===== config.mk =====
export PLATFORM = sky130hd
export DESIGN_NAME = periodic_timer_queue
export DESIGN_NICKNAME = d
export VERILOG_FILES = /design/src/hw/rtl/ptq_pkg.sv /design/src/hw/rtl/ptq_cell.sv /design/src/hw/rtl/periodic_timer_queue.sv
export VERILOG_INCLUDE_DIRS = /design/src /design/src/hw/rtl
export SDC_FILE = /design/constraint.sdc
export NUM_CORES = 2
export LEC_CHECK = 0
export BUFFER_PORTS_ARGS = -buffer_cell sky130_fd_sc_hd__buf_4
export CAP_MARGIN = 20
export CORE_ASPECT_RATIO = 1.75
export CORE_MARGIN = 3
export CORE_UTILIZATION = 60
export CTS_BUF_LIST = sky130_fd_sc_hd__clkbuf_8
export CTS_CLUSTER_SIZE = 16
export DETAILED_ROUTE_END_ITERATION = 7
export PLACE_DENSITY = 0.77
export SETUP_SLACK_MARGIN = 0.15
export SYNTH_ARGS = -nofsm -noshare
export SYNTH_HDL_FRONTEND = slang
export SYNTH_SLANG_ARGS = --single-unit

===== constraint.sdc =====
create_clock -name aclk -period 11 [get_ports aclk]
set_clock_uncertainty 0.1 [all_clocks]
set_input_delay 2.2 -clock aclk [delete_from_list [all_inputs] [get_ports aclk]]
set_output_delay 2.2 -clock aclk [all_outputs]
set_load 0.05 [all_outputs]

===== src/hw/rtl/assert_macros.svh =====
// ----------------------------------------------------------------------------
// Assertion macros
// Shared concurrent assertion helpers, clocked on aclk and held off in reset.
// ----------------------------------------------------------------------------
`ifndef ASSERT_MACROS_SVH
`define ASSERT_MACROS_SVH

// Property checked at every rising edge outside reset.
`define PTQ_ASSERT(lbl, prop, msg) \
    lbl: assert property (@(posedge aclk) disable iff (!aresetn) (prop)) else $error(msg);

// Implication checked at every rising edge outside reset.
`define PTQ_ASSERT_IMP(lbl, ante, cons, msg) \
    lbl: assert property (@(posedge aclk) disable iff (!aresetn) (ante) |-> (cons)) \
        else $error(msg);

`endif


===== src/hw/rtl/ptq_pkg.sv =====
// ----------------------------------------------------------------------------
// Timer queue package
// Operation codes and the control word shared by the queue and its cells.
// ----------------------------------------------------------------------------
`default_nettype none
package ptq_pkg;

    localparam logic [1:0] OP_SCHEDULE = 2'd0;
    localparam logic [1:0] OP_CANCEL   = 2'd1;
    localparam logic [1:0] OP_TICK     = 2'd2;

    // Per-cycle command broadcast to every cell.
    typedef struct packed {
        logic rm;   // remove the entry whose id matches, close the gap
        logic ins;  // insert the new entry at its ordered place
    } ptq_ctrl_t;

endpackage
`default_nettype wire


===== src/hw/rtl/ptq_cell.sv =====
// ----------------------------------------------------------------------------
// Timer queue cell
// One queue position: slot id, deadline and period, shifting left on removal
// and right on insertion.
// ----------------------------------------------------------------------------
`default_nettype none
module ptq_cell import ptq_pkg::*; #(
    parameter int IW = 3,
    parameter int TB = 32
) (
    input  wire logic          aclk,
    input  wire logic          aresetn,
    input  wire ptq_ctrl_t     ctrl,
    input  wire logic [IW-1:0] tgt_id,
    input  wire logic [IW-1:0] new_id,
    input  wire logic [TB-1:0] new_dl,
    input  wire logic [TB-1:0] new_pd,
    input  wire logic [TB-1:0] new_key,
    input  wire logic [TB-1:0] cur_time,
    input  wire logic          left_valid,
    input  wire logic [IW-1:0] left_id,
    input  wire logic [TB-1:0] left_dl,
    input  wire logic [TB-1:0] left_pd,
    input  wire logic          right_valid,
    input  wire logic [IW-1:0] right_id,
    input  wire logic [TB-1:0] right_dl,
    input  wire logic [TB-1:0] right_pd,
    input  wire logic          rm_in,
    input  wire logic          found_in,
    output logic               valid,
    output logic [IW-1:0]      id,
    output logic [TB-1:0]      dl,
    output logic [TB-1:0]      pd,
    output logic               rm_out,
    output logic               found_out
);

    localparam logic [TB-1:0] SIGN = {1'b1, {(TB-1){1'b0}}};

    logic          valid_reg, valid_next;
    logic [IW-1:0] id_reg, id_next;
    logic [TB-1:0] dl_reg, dl_next;
    logic [TB-1:0] pd_reg, pd_next;
    logic          rm_seen, stop;
    logic [TB-1:0] key;

    assign rm_seen   = rm_in | (valid_reg && (id_reg == tgt_id));
    assign rm_out    = rm_seen;
    assign key       = (dl_reg - cur_time) ^ SIGN;
    assign stop      = !valid_reg || (key > new_key);
    assign found_out = found_in | stop;

    always_comb begin
        valid_next = valid_reg;
        id_next    = id_reg;
        dl_next    = dl_reg;
        pd_next    = pd_reg;
        if (ctrl.rm && rm_seen) begin
            valid_next = right_valid;
            id_next    = right_id;
            dl_next    = right_dl;
            pd_next    = right_pd;
        end else if (ctrl.ins) begin
            if (found_in) begin
                valid_next = left_valid;
                id_next    = left_id;
                dl_next    = left_dl;
                pd_next    = left_pd;
            end else if (stop) begin
                valid_next = 1'b1;
                id_next    = new_id;
                dl_next    = new_dl;
                pd_next    = new_pd;
            end
        end
    end

    always_ff @(posedge aclk) begin
        if (!aresetn) begin
            valid_reg <= 1'b0;
        end else begin
            valid_reg <= valid_next;
        end
        id_reg <= id_next;
        dl_reg <= dl_next;
        pd_reg <= pd_next;
    end

    assign valid = valid_reg;
    assign id    = id_reg;
    assign dl    = dl_reg;
    assign pd    = pd_reg;

endmodule
`default_nettype wire


===== src/hw/rtl/periodic_timer_queue.sv =====
// Sequence: schedule runs remove then insert, cancel runs remove, and tick repeats the head
// check per fire and inserts per re-arm; each result beat passes emit read, then emit write.
// Throughput: one item at a time; the next item is taken once the sequencer is
// back in idle, while the final result beat may still wait in the output register.
// The cell chain does one removal or one insertion a cycle.
// Reset: synchronous on aresetn low; the queue comes up empty and the time at zero.
// ----------------------------------------------------------------------------
// Periodic timer queue
// Deadline-ordered queue of periodic timer slots held in a chain of cells,
// driven by a small sequencer, with fire results buffered per tick.
// ----------------------------------------------------------------------------
`default_nettype none
module periodic_timer_queue import ptq_pkg::*; #(
    parameter int SLOTS     = 8,
    parameter int TIME_BITS = 32,
    parameter int MAX_FIRES = 64
) (
    input  wire logic aclk,
    input  wire logic aresetn,
    input  wire logic s_tvalid,
    output logic      s_tready,
    // operation[1:0], slot_id[4:2], period, current_time, keep_mask, zero padding
    input  wire logic [((2+3+2*TIME_BITS+8+7)/8)*8-1:0] s_tdata,
    output logic      m_tvalid,
    input  wire logic m_tready,
    // fired_slot[2:0], active_count[6:3], zero padding
    output logic [7:0] m_tdata,
    // fired[0], overflow[1]
    output logic [1:0] m_tuser,
    output logic      m_tlast
);

    `include "assert_macros.svh"

    localparam int TB = TIME_BITS;
    localparam int IW = $clog2(SLOTS);
    localparam int LW = $clog2(SLOTS + 1);
    localparam int CW = $clog2(MAX_FIRES + 1);
    localparam int FA = (MAX_FIRES > 1) ? $clog2(MAX_FIRES) : 1;

    // Field offsets inside s_tdata.
    localparam int P_LO = 5;
    localparam int T_LO = P_LO + TB;
    localparam int K_LO = T_LO + TB;

    // Sequencer states.
    localparam logic [2:0] ST_IDLE    = 3'd0;
    localparam logic [2:0] ST_REMOVE  = 3'd1;
    localparam logic [2:0] ST_INSERT  = 3'd2;
    localparam logic [2:0] ST_CHECK   = 3'd3;
    localparam logic [2:0] ST_EMIT_RD = 3'd4;
    localparam logic [2:0] ST_EMIT_WR = 3'd5;

    localparam logic [TB-1:0] SIGN = {1'b1, {(TB-1){1'b0}}};

    logic [2:0]    state_reg;
    logic [1:0]    op_reg;
    logic [TB-1:0] time_reg;
    logic [IW-1:0] tgt_reg;
    logic [7:0]    keep_reg;
    logic [IW-1:0] ins_id_reg;
    logic [TB-1:0] ins_dl_reg;
    logic [TB-1:0] ins_pd_reg;
    logic [LW-1:0] len_reg;
    logic [CW-1:0] n_reg;
    logic [CW-1:0] rd_ptr_reg;
    logic          ovf_reg;
    logic [2:0]    rd_data_reg;
    logic [2:0]    fire_mem [MAX_FIRES];

    logic          m_tvalid_reg;
    logic [7:0]    m_tdata_reg;
    logic [1:0]    m_tuser_reg;
    logic          m_tlast_reg;

    // Cell chain wiring.
    logic          cv   [SLOTS];
    logic [IW-1:0] cid  [SLOTS];
    logic [TB-1:0] cdl  [SLOTS];
    logic [TB-1:0] cpd  [SLOTS];
    logic          rmc  [SLOTS+1];
    logic          fnd  [SLOTS+1];
    logic [SLOTS-1:0] valid_vec;

    ptq_ctrl_t     ctrl;
    logic [IW-1:0] tgt_id;
    logic [TB-1:0] new_key;

    // Input fields.
    logic [1:0]    in_op;
    logic [2:0]    in_sid;
    logic [TB-1:0] in_period;
    logic [TB-1:0] in_time;
    logic [7:0]    in_keep;
    logic          in_sid_ok;

    assign in_op     = s_tdata[1:0];
    assign in_sid    = s_tdata[4:2];
    assign in_period = s_tdata[P_LO +: TB];
    assign in_time   = s_tdata[T_LO +: TB];
    assign in_keep   = s_tdata[K_LO +: 8];
    assign in_sid_ok = (32'(in_sid) < SLOTS);

    assign s_tready = (state_reg == ST_IDLE);

    // The head of the queue is expired when its signed distance from the
    // stored time is negative.
    logic          head_expired;
    logic [TB-1:0] head_dist;
    logic [2:0]    head_fs;
    logic          head_keep;
    logic          fire_limit;
    logic [TB-1:0] rearm_dl;

    assign head_dist    = cdl[0] - time_reg;
    assign head_expired = cv[0] && head_dist[TB-1];
    assign head_fs      = 3'(cid[0]);
    assign head_keep    = (32'(cid[0]) < 8) && keep_reg[head_fs];
    assign fire_limit   = (n_reg == CW'(MAX_FIRES));
    assign rearm_dl     = ((cdl[0] == '0) ? time_reg : cdl[0]) + cpd[0];
    assign new_key      = (ins_dl_reg - time_reg) ^ SIGN;

    always_comb begin
        ctrl.rm  = 1'b0;
        ctrl.ins = 1'b0;
        tgt_id   = tgt_reg;
        case (state_reg)
            ST_REMOVE: begin
                ctrl.rm = 1'b1;
            end
            ST_INSERT: begin
                ctrl.ins = 1'b1;
            end
            ST_CHECK: begin
                ctrl.rm = head_expired && !fire_limit;
                tgt_id  = cid[0];
            end
            default: begin
                ctrl.rm  = 1'b0;
            end
        endcase
    end

    assign rmc[0] = 1'b0;
    assign fnd[0] = 1'b0;

    for (genvar i = 0; i < SLOTS; i++) begin : g_cell
        logic          lv, rv;
        logic [IW-1:0] lid, rid;
        logic [TB-1:0] ldl, rdl, lpd, rpd;
        if (i == 0) begin : g_first
            assign lv  = 1'b0;
            assign lid = '0;
            assign ldl = '0;
            assign lpd = '0;
        end else begin : g_mid
            assign lv  = cv[i-1];
            assign lid = cid[i-1];
            assign ldl = cdl[i-1];
            assign lpd = cpd[i-1];
        end
        if (i == SLOTS - 1) begin : g_end
            assign rv  = 1'b0;
            assign rid = '0;
            assign rdl = '0;
            assign rpd = '0;
        end else begin : g_inner
            assign rv  = cv[i+1];
            assign rid = cid[i+1];
            assign rdl = cdl[i+1];
            assign rpd = cpd[i+1];
        end
        ptq_cell #(.IW(IW), .TB(TB)) u_cell (
            .aclk        (aclk),
            .aresetn     (aresetn),
            .ctrl        (ctrl),
            .tgt_id      (tgt_id),
            .new_id      (ins_id_reg),
            .new_dl      (ins_dl_reg),
            .new_pd      (ins_pd_reg),
            .new_key     (new_key),
            .cur_time    (time_reg),
            .left_valid  (lv),
            .left_id     (lid),
            .left_dl     (ldl),
            .left_pd     (lpd),
            .right_valid (rv),
            .right_id    (rid),
            .right_dl    (rdl),
            .right_pd    (rpd),
            .rm_in       (rmc[i]),
            .found_in    (fnd[i]),
            .valid       (cv[i]),
            .id          (cid[i]),
            .dl          (cdl[i]),
            .pd          (cpd[i]),
            .rm_out      (rmc[i+1]),
            .found_out   (fnd[i+1])
        );
        assign valid_vec[i] = cv[i];
    end

    // Fire buffer: slot ids of one tick, read back once the tick is finished
    // because every beat carries the final count and overflow flag.
    logic mem_we;
    assign mem_we = (state_reg == ST_CHECK) && head_expired && !fire_limit;

    always_ff @(posedge aclk) begin
        if (mem_we) begin
            fire_mem[n_reg[FA-1:0]] <= head_fs;
        end
        rd_data_reg <= fire_mem[rd_ptr_reg[FA-1:0]];
    end

    logic out_free;
    logic emit_last;
    assign out_free  = !m_tvalid_reg || m_tready;
    assign emit_last = (n_reg == '0) || ((rd_ptr_reg + CW'(1)) == n_reg);

    always_ff @(posedge aclk) begin
        if (!aresetn) begin
            state_reg    <= ST_IDLE;
            len_reg      <= '0;
            n_reg        <= '0;
            rd_ptr_reg   <= '0;
            ovf_reg      <= 1'b0;
            time_reg     <= '0;
            m_tvalid_reg <= 1'b0;
        end else begin
            // The emit state loads the next beat itself; elsewhere a taken
            // beat simply empties the output register.
            if (m_tvalid_reg && m_tready && (state_reg != ST_EMIT_WR)) begin
                m_tvalid_reg <= 1'b0;
            end
            case (state_reg)
                ST_IDLE: begin
                    if (s_tvalid) begin
                        op_reg     <= in_op;
                        tgt_reg    <= IW'(in_sid);
                        keep_reg   <= in_keep;
                        ins_id_reg <= IW'(in_sid);
                        ins_dl_reg <= time_reg;
                        ins_pd_reg <= in_period;
                        n_reg      <= '0;
                        rd_ptr_reg <= '0;
                        ovf_reg    <= 1'b0;
                        if (in_op == OP_TICK) begin
                            time_reg  <= in_time;
                            state_reg <= ST_CHECK;
                        end else if ((in_op == OP_SCHEDULE || in_op == OP_CANCEL)
                                     && in_sid_ok) begin
                            state_reg <= ST_REMOVE;
                        end else begin
                            state_reg <= ST_EMIT_RD;
                        end
                    end
                end
                ST_REMOVE: begin
                    if (rmc[SLOTS]) begin
                        len_reg <= len_reg - LW'(1);
                    end
                    state_reg <= (op_reg == OP_SCHEDULE) ? ST_INSERT : ST_EMIT_RD;
                end
                ST_INSERT: begin
                    len_reg   <= len_reg + LW'(1);
                    state_reg <= (op_reg == OP_TICK) ? ST_CHECK : ST_EMIT_RD;
                end
                ST_CHECK: begin
                    if (!head_expired) begin
                        state_reg <= ST_EMIT_RD;
                    end else if (fire_limit) begin
                        ovf_reg   <= 1'b1;
                        state_reg <= ST_EMIT_RD;
                    end else begin
                        n_reg   <= n_reg + CW'(1);
                        len_reg <= len_reg - LW'(1);
                        if (head_keep) begin
                            ins_id_reg <= cid[0];
                            ins_dl_reg <= rearm_dl;
                            ins_pd_reg <= cpd[0];
                            state_reg  <= ST_INSERT;
                        end
                    end
                end
                ST_EMIT_RD: begin
                    state_reg <= ST_EMIT_WR;
                end
                ST_EMIT_WR: begin
                    if (out_free) begin
                        m_tvalid_reg <= 1'b1;
                        m_tdata_reg  <= {1'b0, 4'(len_reg),
                                         (n_reg != '0) ? rd_data_reg : 3'd0};
                        m_tuser_reg  <= {ovf_reg, (n_reg != '0)};
                        m_tlast_reg  <= emit_last;
                        if (emit_last) begin
                            state_reg <= ST_IDLE;
                        end else begin
                            rd_ptr_reg <= rd_ptr_reg + CW'(1);
                            state_reg  <= ST_EMIT_RD;
                        end
                    end
                end
                default: begin
                    state_reg <= ST_IDLE;
                end
            endcase
        end
    end

    assign m_tvalid = m_tvalid_reg;
    assign m_tdata  = m_tdata_reg;
    assign m_tuser  = m_tuser_reg;
    assign m_tlast  = m_tlast_reg;

    // The length counter must track the occupied cells exactly.
    `PTQ_ASSERT(a_len_matches_cells, $countones(valid_vec) == 32'(len_reg),
        "queue length differs from occupied cells")
    // Occupied cells always form a prefix of the chain.
    `PTQ_ASSERT(a_cells_packed, ((valid_vec + 1'b1) & valid_vec) == '0,
        "gap in the cell chain")
    // Overflow is only reported on beats that carry a fired slot.
    `PTQ_ASSERT_IMP(a_ovf_fired, m_tvalid && m_tuser[1], m_tuser[0],
        "overflow flagged on a beat without a fire")
    // The fire buffer never runs past its depth.
    `PTQ_ASSERT(a_fire_bound, 32'(n_reg) <= MAX_FIRES, "fire count beyond limit")

endmodule
`default_nettype wire

==> flow_metrics.env <==
export IMPL_rr_startpoint="g_cell[5].u_cell.dl[0]$_DFFE_PP_"
export IMPL_synth_ff_type="edfxtp_1"
export IMPL_fin_cells=7675
export IMPL_hold_depth=0
export IMPL_report_final_setup_viol=0
export IMPL_synth_cell_types=89
export IMPL_cts_buffers=132
export IMPL_critPathKind="reg -> reg"
export IMPL_route_detailed_drc=0
export IMPL_grt_max_degree=134
export IMPL_hold_class="reg -> reg"
export IMPL_synth_net_count=6857
export IMPL_cts_root_buf="clkbuf_8"
export IMPL_pin_count=97
export IMPL_synth_area_mm2=0.0619
export IMPL_slowest_stage="o311ai_1"
export IMPL_synth_top_cell_area_share=0.364
export IMPL_ctsHtreeMaxLevel=4
export IMPL_drive_gt1_frac=0.104
export IMPL_path_clk_slew_ns=0.07
export IMPL_gr_total_overflow=0
export IMPL_worst_setup_path_start_kind="register"
export IMPL_outcome="finished, final reports clean"
export IMPL_rows=155
export IMPL_worst_path_max_fanout=42
export IMPL_crit_arrival_ns=10.42
export IMPL_nets=6875
export IMPL_port_buffer_count=92
export IMPL_fin_crit_sh=0.885
export IMPL_dp_cells=7423
export IMPL_dp_hpwl_mm=170
export IMPL_ff2ff_setup_slack_ns=1.26
export IMPL_grt_busiest_layer="met2"
export IMPL_die_width_um=249
export IMPL_critPathRequiredTime_ns=11.68
export IMPL_fmax_ghz=0.103
export IMPL_async_flop_share=0
export IMPL_ys_ff_latch=884
export IMPL_critical_path_max_stage_delay_ns=0.77
export IMPL_yosys_top_cells_area="edfxtp_1, ha_1, mux2i_1"
export IMPL_drt_iter0_drc=4856
export IMPL_use_met2=0.724
export IMPL_met1_usage=0.428
export IMPL_hold_viol=0
export IMPL_cts_tree="built"
export IMPL_first_pass_iters=6
export IMPL_leakage_nw=25.6
export IMPL_die_h_um=431
export IMPL_clock_sinks=884
export IMPL_place_gp_congestion=1.05
export IMPL_netlist_instances=6208
export IMPL_dp_slack_ns=1.70
export IMPL_fin_setup_tns_ns=0
export IMPL_die_area_mm2=0.107
export IMPL_core_area_mm2=0.102
export IMPL_fin_ws_ns=1.26
export IMPL_fin_crit_ns=9.74
export IMPL_cts_setup_buffers=0
export IMPL_maxCapViolCount=0
export IMPL_yosysSeqAreaShare=0.407
export IMPL_grt_pass1_wl_mm=341
export IMPL_p_int_w=0.00681
export IMPL_drv_slew=0
export IMPL_via_per_inst=6.86
export IMPL_switching_share=0.369
export IMPL_clock_latency_ns=0.89
export IMPL_peakVddDrop_mv=0.200
export IMPL_slew_headroom=0.242
export IMPL_critPathCaptureType="register"
export IMPL_met3_usage=0.112
export IMPL_start_util=0.606
export IMPL_avgSynthCellArea_um2=9.97
export IMPL_p_sw_w=0.00398
export IMPL_post_cts_resize_count=0
export IMPL_seqPwrFrac=0.396
export IMPL_wl_per_cell_um=31.1
export IMPL_vias=52700
export IMPL_antenna_left=0
export IMPL_areaGrowthSynthToFinish_pct=8.24
export IMPL_cts_path_max_buffers=3
export IMPL_synth_edf_count=751
export IMPL_gr_usage_all_layers=0.437
export IMPL_clockPowerShare=0.258
export IMPL_wl_mm=238
export IMPL_grt_pass1_vias=52600
export IMPL_synth_largest_area_cell="edfxtp_1"
export IMPL_antenna_found_initial=19
export IMPL_worstHoldEndpoint="m_tuser[1]$_DFFE_PP_"
export IMPL_holdBufCountCts=0
export IMPL_rr_endpoint="g_cell[6].u_cell.valid$_SDFFE_PN0P_"
export IMPL_synth_warnings=0
export IMPL_hp_start="ovf_reg$_SDFFE_PN0P_"
export IMPL_r2r_cells=31
export IMPL_rsz0062_at_grt="no"
export IMPL_p_per_area_mw_per_mm2=161
export IMPL_worst_pin_slew_ns=1.12
export IMPL_p_comb_frac=0.346
-- power by group through the flow --
stage	sequential [W]	clock (W)	combinational [W]
CTS	0.00426	0.00280	0.00361
global placement	0.00431	0	0.00351
global route	0.00429	0.00293	0.00404
finish	0.00427	0.00278	0.00373
floorplan	0.00418	0	0.00249
detailed placement	0.00433	0	0.00359
-- layout by cell type, fill, tap and decap left out, types with 12 or more instances in the layout --
cell       count
edfxtp_1     751
and3_1        44
o21a_1        50
o2111ai_1     13
a211o_1       77
buf_12        19
or2_2         14
a21o_1       185
a31oi_1       33
ha_1         554
nand4_1       62
mux2i_1      413
o211ai_1      25
o31a_1        12
nor2b_1       50
nand2b_1      50
nor4_1        19
or3_1         25
nand3_1       88
o21ai_0      334
nor2_1       478
and2_1        17
a21oi_1      426
o21ai_1      209
inv_1        179
mux2_2       103
nand2_1      585
xnor2_1      206
clkbuf_8     150
o21bai_1      45
buf_4        206
dfxtp_1      131
mux4_2        65
nor3_1       276
clkinv_2      13
clkinv_1      15
a211oi_1      39
o31ai_1       17
xor2_1       114
-- synth_stat cells (all sizes together), types with 20 or more instances --
library cell and count:
a31oi 33, edfxtp 751, mux2 103, mux4 65, o211ai 25, o21ai 545, or3 25, nor4 20
nand2b 50, o21a 51, and3 45, nor3 280, dfxtp 133, xor2 114, a21o 189, inv 140
nor2b 50, o21bai 48, nor2 482, nand2 587, nand3 89, mux2i 413, buf 104, a211oi 40
a21oi 426, a211o 77, clkbuf 240, xnor2 210, nand4 62, ha 554
-- cells by family (layout without fill, tap and decap cells) --
group,after synthesis,count (layout),synth area share
AOI/OAI and AO/OA,1596,1596,0.159
buffers and inverters,485,608,0.0326
and+or+nand+nor,1770,1770,0.130
xor gates and xnor gates,324,324,0.0458
adders and majority gates,567,567,0.116
muxes,581,581,0.109
other,1,11,0.0000606
DFF,884,884,0.407
-- area by class of cell --
cell class	instances	area (µm²)
Sequential cell	884	25200
Clock inverter	89	581
Antenna cell	10	25.0
Multi-Input combinational cell	4839	34900
Clock buffer	150	2060
Inverter	141	532
Timing Repair Buffer	228	1970
Fill cell	8291	35200
Tap cell	1334	1670
-- critical path, delay by kind of cell, from the launching register on --
kind                     cells  cell delay [ns]
AO/OA/AOI/OAI               15             4.77
XOR/XNOR                     1             0.12
adder cells (fa/ha/maj)      3             0.94
buffers and inverters        6             1.51
flip-flops                   1             0.47
AND/OR/NAND/NOR              6             1.56
-- routing by layer --
| metal | vias to the layer above | share of wire | wire (µm) |
|---|---|---|---|
| met5 | - | 0.00047 | 111 |
| met4 | 16 | 0.13 | 30400 |
| met3 | 1186 | 0.085 | 20400 |
| met2 | 2975 | 0.48 | 114000 |
| met1 | 25300 | 0.31 | 74000 |
| li1 | 23200 | - | - |
-- stage by stage --
step / hold slack (ns) / area, µm² / utilization / power, W
after floorplan: 0.309 / 61900 / - / 0.00667
after global placement: 0.323 / 64300 / 0.629 / 0.00783
after detailed placement: 0.329 / 64300 / 0.629 / 0.00792
after CTS: 0.343 / 66900 / 0.655 / 0.0107
after global routing: 0.362 / 67000 / 0.655 / 0.0113
final: 0.347 / 67000 / 0.655 / 0.0108
-- how the worst max path moves through the flow --
stage	startpoint	to	slack, ns	cells after the start
floorplan	time_reg[1]$_SDFFE_PN0P_	g_cell[5].u_cell.dl[0]$_DFFE_PP_	1.03	27
global placement	g_cell[5].u_cell.dl[0]$_DFFE_PP_	g_cell[6].u_cell.valid$_SDFFE_PN0P_	1.85	31
detailed placement	g_cell[5].u_cell.dl[0]$_DFFE_PP_	g_cell[6].u_cell.valid$_SDFFE_PN0P_	1.70	31
CTS	g_cell[5].u_cell.dl[0]$_DFFE_PP_	g_cell[6].u_cell.valid$_SDFFE_PN0P_	1.66	31
global route	g_cell[5].u_cell.dl[0]$_DFFE_PP_	g_cell[6].u_cell.valid$_SDFFE_PN0P_	1.14	31
finish	g_cell[5].u_cell.dl[0]$_DFFE_PP_	g_cell[6].u_cell.valid$_SDFFE_PN0P_	1.26	31
Note: power is estimated with default switching activity, not from simulation.
